### src/rtl/core/lsht_pkg.sv
// Shared types and constants for the line segment hit test unit.
// Used by the channel interfaces, the configuration block, the top level and the checker.
`default_nettype none

package lsht_pkg;

    localparam int COORD_BITS_DEF = 16;
    localparam int CFG_IDX_BITS   = 3;
    localparam int BYTE_BITS      = 8;
    localparam int REGION_BITS    = 2;
    localparam int TOL_BITS       = 9;
    localparam int TOL_SQ_BITS    = 17;

    // fixed band tolerance of four plus one for the strict compare
    localparam logic [BYTE_BITS-1:0] BAND_BASE  = 8'd5;
    localparam logic [BYTE_BITS-1:0] STROKE_RST = 8'd1;
    localparam logic [BYTE_BITS-1:0] CORNER_RST = 8'd3;

    localparam logic [CFG_IDX_BITS-1:0] REG_START_X = 3'd0;
    localparam logic [CFG_IDX_BITS-1:0] REG_START_Y = 3'd1;
    localparam logic [CFG_IDX_BITS-1:0] REG_END_X   = 3'd2;
    localparam logic [CFG_IDX_BITS-1:0] REG_END_Y   = 3'd3;
    localparam logic [CFG_IDX_BITS-1:0] REG_STROKE  = 3'd4;
    localparam logic [CFG_IDX_BITS-1:0] REG_CORNER  = 3'd5;

    typedef enum logic [REGION_BITS-1:0] {
        REGION_START,
        REGION_END,
        REGION_BAND,
        REGION_OUT
    } t_region;

    typedef enum logic [3:0] {
        SQ_IDLE,
        SQ_DIFF,
        SQ_SQUARE,
        SQ_SUM,
        SQ_ROOT_K,
        SQ_PREP,
        SQ_MUL_P,
        SQ_ROOT_P,
        SQ_MUL_C,
        SQ_ROOT_C
    } t_seq_state;

    typedef struct packed {
        logic busy;
        logic zero_len;
    } t_cfg_status;

endpackage

`default_nettype wire

### src/rtl/core/lsht_cfg.sv
// Register file and threshold sequencer for the hit test unit.
// Holds the segment registers and derives the band limits with a shared root and product unit.
`default_nettype none

module lsht_cfg #(
    parameter int COORD_BITS = lsht_pkg::COORD_BITS_DEF
) (
    input  logic                                   i_clk,
    input  logic                                   i_rst_n,
    input  logic                                   i_wr_en,
    input  logic [lsht_pkg::CFG_IDX_BITS-1:0]      i_wr_index,
    input  logic [COORD_BITS-1:0]                  i_wr_data,
    output logic signed [COORD_BITS-1:0]           o_start_x,
    output logic signed [COORD_BITS-1:0]           o_start_y,
    output logic signed [COORD_BITS-1:0]           o_end_x,
    output logic signed [COORD_BITS-1:0]           o_end_y,
    output logic [lsht_pkg::BYTE_BITS-1:0]         o_corner,
    output logic signed [COORD_BITS:0]             o_dx,
    output logic signed [COORD_BITS:0]             o_dy,
    output logic [2*COORD_BITS+1:0]                o_lim_neg,
    output logic [2*COORD_BITS+1:0]                o_lim_pos,
    output logic [2*COORD_BITS+1:0]                o_lim_cross,
    output lsht_pkg::t_cfg_status                  o_status
);
    import lsht_pkg::*;

    localparam int N  = COORD_BITS;
    localparam int DW = 2 * N + 2;
    localparam int KW = 2 * N + 1;
    localparam int QW = N + 1;
    localparam int BW = 2 * QW;
    localparam int RW = 4 * N + 4;
    localparam logic [RW-1:0] RT_BIT0 = {2'b01, {(RW - 2){1'b0}}};

    t_seq_state r_state, n_state;

    logic signed [N-1:0]    r_sx, r_sy, r_ex, r_ey;
    logic [BYTE_BITS-1:0]   r_stroke, r_corner;
    logic                   r_zero;
    logic signed [N:0]      r_dx, r_dy;
    logic [2*N-1:0]         r_dx2, r_dy2;
    logic [KW-1:0]          r_k;
    logic [QW-1:0]          r_q;
    logic [TOL_SQ_BITS-1:0] r_tsq;
    logic [RW-1:0]          r_rt_n, r_rt_res, r_rt_bit;
    logic [RW-1:0]          r_mu_acc, r_mu_a;
    logic [BW-1:0]          r_mu_b;
    logic [DW-1:0]          r_lim_neg, r_lim_pos, r_lim_cross;

    logic                   wr_geo;
    logic signed [2*N+1:0]  dx_sq, dy_sq;
    logic [KW-1:0]          k_sum;
    logic [QW-1:0]          q_inc;
    logic [BW-1:0]          q1_sq;
    logic [TOL_BITS-1:0]    tol;
    logic [2*TOL_BITS-1:0]  tol_full;
    logic [RW-1:0]          rt_try, rt_n_nx, rt_res_nx, rt_lim_full;
    logic                   rt_ge, rt_last, mu_done;

    assign wr_geo = i_wr_en && (i_wr_index <= REG_STROKE);

    assign dx_sq    = (2 * N + 2)'(r_dx) * (2 * N + 2)'(r_dx);
    assign dy_sq    = (2 * N + 2)'(r_dy) * (2 * N + 2)'(r_dy);
    assign k_sum    = KW'(r_dx2) + KW'(r_dy2);
    assign q_inc    = r_q + QW'(1);
    assign q1_sq    = BW'(q_inc) * BW'(q_inc);
    assign tol      = TOL_BITS'(r_stroke) + TOL_BITS'(BAND_BASE);
    assign tol_full = (2 * TOL_BITS)'(tol) * (2 * TOL_BITS)'(tol);

    assign rt_try      = r_rt_res + r_rt_bit;
    assign rt_ge       = r_rt_n >= rt_try;
    assign rt_n_nx     = rt_ge ? r_rt_n - rt_try : r_rt_n;
    assign rt_res_nx   = rt_ge ? (r_rt_res >> 1) + r_rt_bit : r_rt_res >> 1;
    assign rt_last     = r_rt_bit[0];
    // largest t with t*t below the operand
    assign rt_lim_full = (rt_n_nx == '0) ? rt_res_nx - RW'(1) : rt_res_nx;
    assign mu_done     = (r_mu_b == '0);

    always_comb begin
        n_state = r_state;
        unique case (r_state)
            SQ_IDLE:   ;
            SQ_DIFF:   n_state = SQ_SQUARE;
            SQ_SQUARE: n_state = SQ_SUM;
            SQ_SUM:    n_state = SQ_ROOT_K;
            SQ_ROOT_K: if (rt_last) n_state = SQ_PREP;
            SQ_PREP:   n_state = SQ_MUL_P;
            SQ_MUL_P:  if (mu_done) n_state = SQ_ROOT_P;
            SQ_ROOT_P: if (rt_last) n_state = SQ_MUL_C;
            SQ_MUL_C:  if (mu_done) n_state = SQ_ROOT_C;
            SQ_ROOT_C: if (rt_last) n_state = SQ_IDLE;
            default:   n_state = SQ_IDLE;
        endcase
        if (wr_geo) n_state = SQ_DIFF;
    end

    always_ff @(posedge i_clk) begin
        if (!i_rst_n) begin
            r_state  <= SQ_IDLE;
            r_sx     <= '0;
            r_sy     <= '0;
            r_ex     <= '0;
            r_ey     <= '0;
            r_stroke <= STROKE_RST;
            r_corner <= CORNER_RST;
            r_zero   <= 1'b1;
        end else begin
            r_state <= n_state;
            if (r_state == SQ_SUM) r_zero <= (k_sum == '0);
            if (i_wr_en) begin
                unique case (i_wr_index)
                    REG_START_X: r_sx     <= i_wr_data;
                    REG_START_Y: r_sy     <= i_wr_data;
                    REG_END_X:   r_ex     <= i_wr_data;
                    REG_END_Y:   r_ey     <= i_wr_data;
                    REG_STROKE:  r_stroke <= i_wr_data[BYTE_BITS-1:0];
                    REG_CORNER:  r_corner <= i_wr_data[BYTE_BITS-1:0];
                    default:     ;
                endcase
            end
        end
    end

    always_ff @(posedge i_clk) begin
        unique case (r_state)
            SQ_IDLE: ;
            SQ_DIFF: begin
                r_dx <= (N + 1)'(r_sx) - (N + 1)'(r_ex);
                r_dy <= (N + 1)'(r_sy) - (N + 1)'(r_ey);
            end
            SQ_SQUARE: begin
                r_dx2 <= dx_sq[2*N-1:0];
                r_dy2 <= dy_sq[2*N-1:0];
            end
            SQ_SUM: begin
                r_k      <= k_sum;
                r_rt_n   <= RW'(k_sum);
                r_rt_res <= '0;
                r_rt_bit <= RT_BIT0;
            end
            SQ_ROOT_K: begin
                r_rt_n   <= rt_n_nx;
                r_rt_res <= rt_res_nx;
                r_rt_bit <= r_rt_bit >> 2;
                if (rt_last) begin
                    r_q       <= rt_res_nx[QW-1:0];
                    r_lim_neg <= rt_lim_full[DW-1:0];
                end
            end
            SQ_PREP: begin
                r_mu_acc <= '0;
                r_mu_a   <= RW'(r_k);
                r_mu_b   <= q1_sq;
                r_tsq    <= tol_full[TOL_SQ_BITS-1:0];
            end
            SQ_MUL_P, SQ_MUL_C: begin
                if (mu_done) begin
                    r_rt_n   <= r_mu_acc;
                    r_rt_res <= '0;
                    r_rt_bit <= RT_BIT0;
                end else begin
                    if (r_mu_b[0]) r_mu_acc <= r_mu_acc + r_mu_a;
                    r_mu_a <= r_mu_a << 1;
                    r_mu_b <= r_mu_b >> 1;
                end
            end
            SQ_ROOT_P: begin
                r_rt_n   <= rt_n_nx;
                r_rt_res <= rt_res_nx;
                r_rt_bit <= r_rt_bit >> 2;
                if (rt_last) begin
                    r_lim_pos <= rt_lim_full[DW-1:0];
                    r_mu_acc  <= '0;
                    r_mu_a    <= RW'(r_k);
                    r_mu_b    <= BW'(r_tsq);
                end
            end
            SQ_ROOT_C: begin
                r_rt_n   <= rt_n_nx;
                r_rt_res <= rt_res_nx;
                r_rt_bit <= r_rt_bit >> 2;
                if (rt_last) r_lim_cross <= rt_lim_full[DW-1:0];
            end
            default: ;
        endcase
    end

    assign o_start_x         = r_sx;
    assign o_start_y         = r_sy;
    assign o_end_x           = r_ex;
    assign o_end_y           = r_ey;
    assign o_corner          = r_corner;
    assign o_dx              = r_dx;
    assign o_dy              = r_dy;
    assign o_lim_neg         = r_lim_neg;
    assign o_lim_pos         = r_lim_pos;
    assign o_lim_cross       = r_lim_cross;
    assign o_status.busy     = (r_state != SQ_IDLE);
    assign o_status.zero_len = r_zero;

endmodule

`default_nettype wire

### config.mk
export PLATFORM = sky130hd
export DESIGN_NAME = lsht_cfg
export DESIGN_NICKNAME = d
export VERILOG_FILES = /design/src/rtl/core/lsht_pkg.sv /design/src/rtl/core/lsht_cfg.sv
export SDC_FILE = /design/constraint.sdc
export NUM_CORES = 2
export LEC_CHECK = 0
export BUFFER_PORTS_ARGS = -buffer_cell sky130_fd_sc_hd__buf_2
export CAP_MARGIN = 20
export CORE_AREA = 5 5 415 499
export CTS_CLUSTER_DIAMETER = 40
export DETAILED_ROUTE_END_ITERATION = 6
export DIE_AREA = 0 0 420 504
export PLACE_DENSITY_LB_ADDON = 0.3
export SYNTH_ARGS = -nofsm -noshare
export SYNTH_HDL_FRONTEND = slang
export SYNTH_SLANG_ARGS = --single-unit
### constraint.sdc
create_clock -name i_clk -period 12.7 [get_ports i_clk]
set_input_delay 3.175 -clock i_clk [delete_from_list [all_inputs] [get_ports i_clk]]
set_output_delay 3.175 -clock i_clk [all_outputs]
set_load 0.01 [all_outputs]
==> metrics.md <==
| Metric | Value |
|---|---|
| Outcome | `finished clean` |
| FF+latch count, synth | `approximately 690` |
| Initial antenna violation count | `2` |
| Hpwl dp | `around 150 mm` |
| RR Startpoint | `r_rt_res[2]` |
| Netlist cell types | `92` |
| Placement Cell Area | `between 70,000 and 80,000 µm²` |
| Drt wl/cell | `between 15 and 20 µm` |
| Post-layout min period | `10.57 ns` |
| Combinational power share | `66.2%` |
| Final Core Density | `38.9%` |
| Reg clk slew, reported paths | `0.06 ns` |
| Critical path class | `register to register` |
| Slowest cell on crit path | `nor4_2` |
| Cells after Synth | `between 7,000 and 8,000` |
| RSZ-0062 raised after global routing | `false` |
| Largest net degree at the start of global routing | `approximately 110` |
| Seq/Total Area, Yosys | `roughly 28%` |
| Post-synth EDFFs | `just over 600` |
| CP peak stage delay | `a little over 0.9 ns` |
| Initial Utilization | `a little over a third` |
| Slew Viols, Final | `0` |
| Total power draw | `roughly 19 mW` |
| Via count | `~52,000` |
| Psw | `8.74 mW` |
| Placer Congestion | `0.917` |
| Global-route wire length before repair | `between 200 and 300 mm` |
| Final WL | `186 mm` |
| Post-CTS Resized | `0` |
| Worst slew pin tran | `1.18 ns` |
| Synth Area in XOR/XNOR | `between 5 and 6%` |
| Crit path from | `r_rt_res[2]` |
| Rows | `181` |
| I/O Buffers | `231` |
| Most common cell on crit path | `a31oi_1` |
| Worst setup EP type | `register` |
| Core ar. | `around 200,000 µm²` |
| Clk_lat worst skew | `~0.77 ns` |
| Starting DRT DRC Count | `~3,400` |
| Postcts setup bufs | `0` |
| Grt ovf | `0` |
| GR Util All Layers | `17.4%` |
| Area share of and/or/nand/nor cells after synthesis | `about 15%` |
| DR pass1 iterations | `6` |
| CTS tree | `yes` |
| # IOs | `approximately 230` |
| Share of post-route cells with drive strength above 1 | `about 8%` |
| DRT antenna net count | `0` |
| Syn_area_per_cell | `~9.5 µm²` |
| CTS Buf Count | `about 110` |
| Seq pwr share | `between 10% and 20%` |
| Max Clk Rate | `roughly 95 MHz` |
| Startpoint Class | `register` |
| Hold WC Path Type | `register to register` |
| Final Cell Area | `just under 80,000 µm²` |
| Synthesized area | `~70,000 µm²` |
| Synth area leaders | `edfxtp_1 (26%), fa_1 (21%), ha_1 (10%), inv_1 (5.8%), nand2_1 (4.4%)` |
| CTS Hold Buffers Added | `0` |
| Sum Neg Setup Slack | `0 ns` |
| Full die area | `212,000 µm²` |
| Share of the synthesized area in the top cell type | `25.8%` |
| Max IR drop VDD | `608 µV` |
| Largest family of logic cells by synthesized area | `adder cells` |
| Clock sinks | `~700` |
| Yosys top cell by area | `edfxtp_1` |
| Count leader, synth | `inv_1` |
| Die width | `between 400 and 500 µm` |
| Clock Path Buffers | `3` |
| Leakage | `~34 nW` |
| Max-slew headroom | `20.6%` |
| Worst EP arrival | `around 11 ns` |
| Max-cap violations | `0` |
| # setup viols final | `0` |
| Top_reg_cell synth | `edfxtp_1` |
| Drt drc | `0` |
| Compound-gate portion of the synthesized area | `12.2%` |
| Mux contribution to synthesized area | `less than 1%` |
| Async SR Flop Fraction | `0%` |
| CTS root buffer | `clkbuf_16` |
| Fin. Hold Viols | `0` |
| Synth top cells by count | `inv_1 (1,079), nand2_1 (831), fa_1 (745)` |
| PD cells | `around 250 nW/µm²` |
| Vias/cell | `approximately 5.1` |
| Number of nets in the layout | `between 8,000 and 9,000` |
| Final Cycle Share | `83.2%` |
| FF-to-FF setup slack | `2.13 ns` |
| Clock power frac | `16.0%` |
| Syn. warnings | `0` |
| Min-Delay Startpoint | `o_corner[2]` |
| Synth-to-layout area growth | `11.7%` |
| Post-synthesis adder-cell area fraction | `about a third` |
| Int Power | `about 11 mW` |
| Switching share of power | `45.1%` |
| CP required | `approximately 13 ns` |
| Final setup skew | `0.0945 ns` |
| H-tree levels | `3` |
| Die H | `a little over 500 µm` |
| Worst-path maximum fanout | `53` |
| Vias in the first global route | `54,000` |
[worst max-delay path, delay by kind of cell, from the launching register on]
kind	cells	cell delay [ns]
buffers and inverters	2	0.80
AO/OA/AOI/OAI	16	5.03
AND/OR/NAND/NOR	9	2.81
XOR/XNOR	2	0.46
flip-flops	1	0.47
adder cells (fa/ha/maj)	2	0.78
[routing by layer]
metal	global-route usage, %	share of wire [%]	vias to the layer above
li1	-	-	25100
met1	23.2	44	25600
met2	29.4	48	1209
met3	2.80	5.4	241
met4	4.80	2.6	0
met5	0	0	-
[layout by cell type, fill, tap and decap left out, types with 85 or more instances in the layout]
cell and n:
inv_1 1078, nand2_1 831, fa_1 745, edfxtp_1 604
nand3_1 95, clkbuf_16 116, nor2_1 539, and2_1 235
xor2_1 196, ha_1 573, a21boi_0 111, xnor2_1 262
a21o_1 117, buf_2 231, o21ai_0 292, a21oi_1 319
dfxtp_1 85
[stage by stage]
stage | worst slack [ns] | hold WS (ns) | instances
3_3_place_gp | 2.22 | 0.458 | 10100
6_report | 2.13 | 0.473 | 10300
4_1_cts | 2.01 | 0.474 | 10300
2_1_floorplan | 3.74 | 0.469 | 7355
5_1_grt | 1.44 | 0.493 | 10300
3_5_place_dp | 2.02 | 0.462 | 10100
[sequential cells by signal, indices dropped and copies added (netlist names), 17 cells and up]
register and flops:
o_lim_cross 34, r_rt_bit 34, r_mu_acc 68, r_mu_b 34, o_lim_neg 34, o_dx 17, r_q 17, o_dy 17
r_rt_res 68, r_rt_n 68, r_mu_a 68, r_k 33, r_dy2 31, r_dx2 31, o_lim_pos 34
[kinds of logic after synthesis]
family,count (synthesis)
flops,689
fa+ha+maj,1318
other cells,1
simple gates,2209
buf+inv,1323
compound gates,1318
mux,37
xor+xnor,458
[final cells by class]
| type | instances | area [µm²] |
|---|---|---|
| clock buffers | 128 | 2990 |
| multi-input cells | 5343 | 45400 |
| clock inverters | 89 | 947 |
| inverters | 1086 | 4080 |
| diodes | 1 | 2.50 |
| flip-flops and latches | 689 | 19800 |
| fillers | 20000 | 123000 |
| repair buffers | 311 | 1810 |
| well taps | 2653 | 3320 |
[worst paths after layout]
check | to | depth (start not counted)
hold reg to reg | o_corner[2] | 2
setup / recovery | o_lim_pos[23] | 31
hold / removal | o_corner[2] | 2
setup reg to reg | o_lim_pos[23] | 31
[power by group through the flow]
stage          Combinational, mW  Sequential, mW  Clock [mW]
6_report                    12.8            3.46        3.10
5_1_grt                     14.5            3.47        3.27
4_1_cts                     13.1            3.47        3.17
3_5_place_dp                13.0            3.51           0
3_3_place_gp                12.8            3.51           0
2_1_floorplan               9.64            3.47           0
No activity file was read; power rests on OpenSTA's default activity.
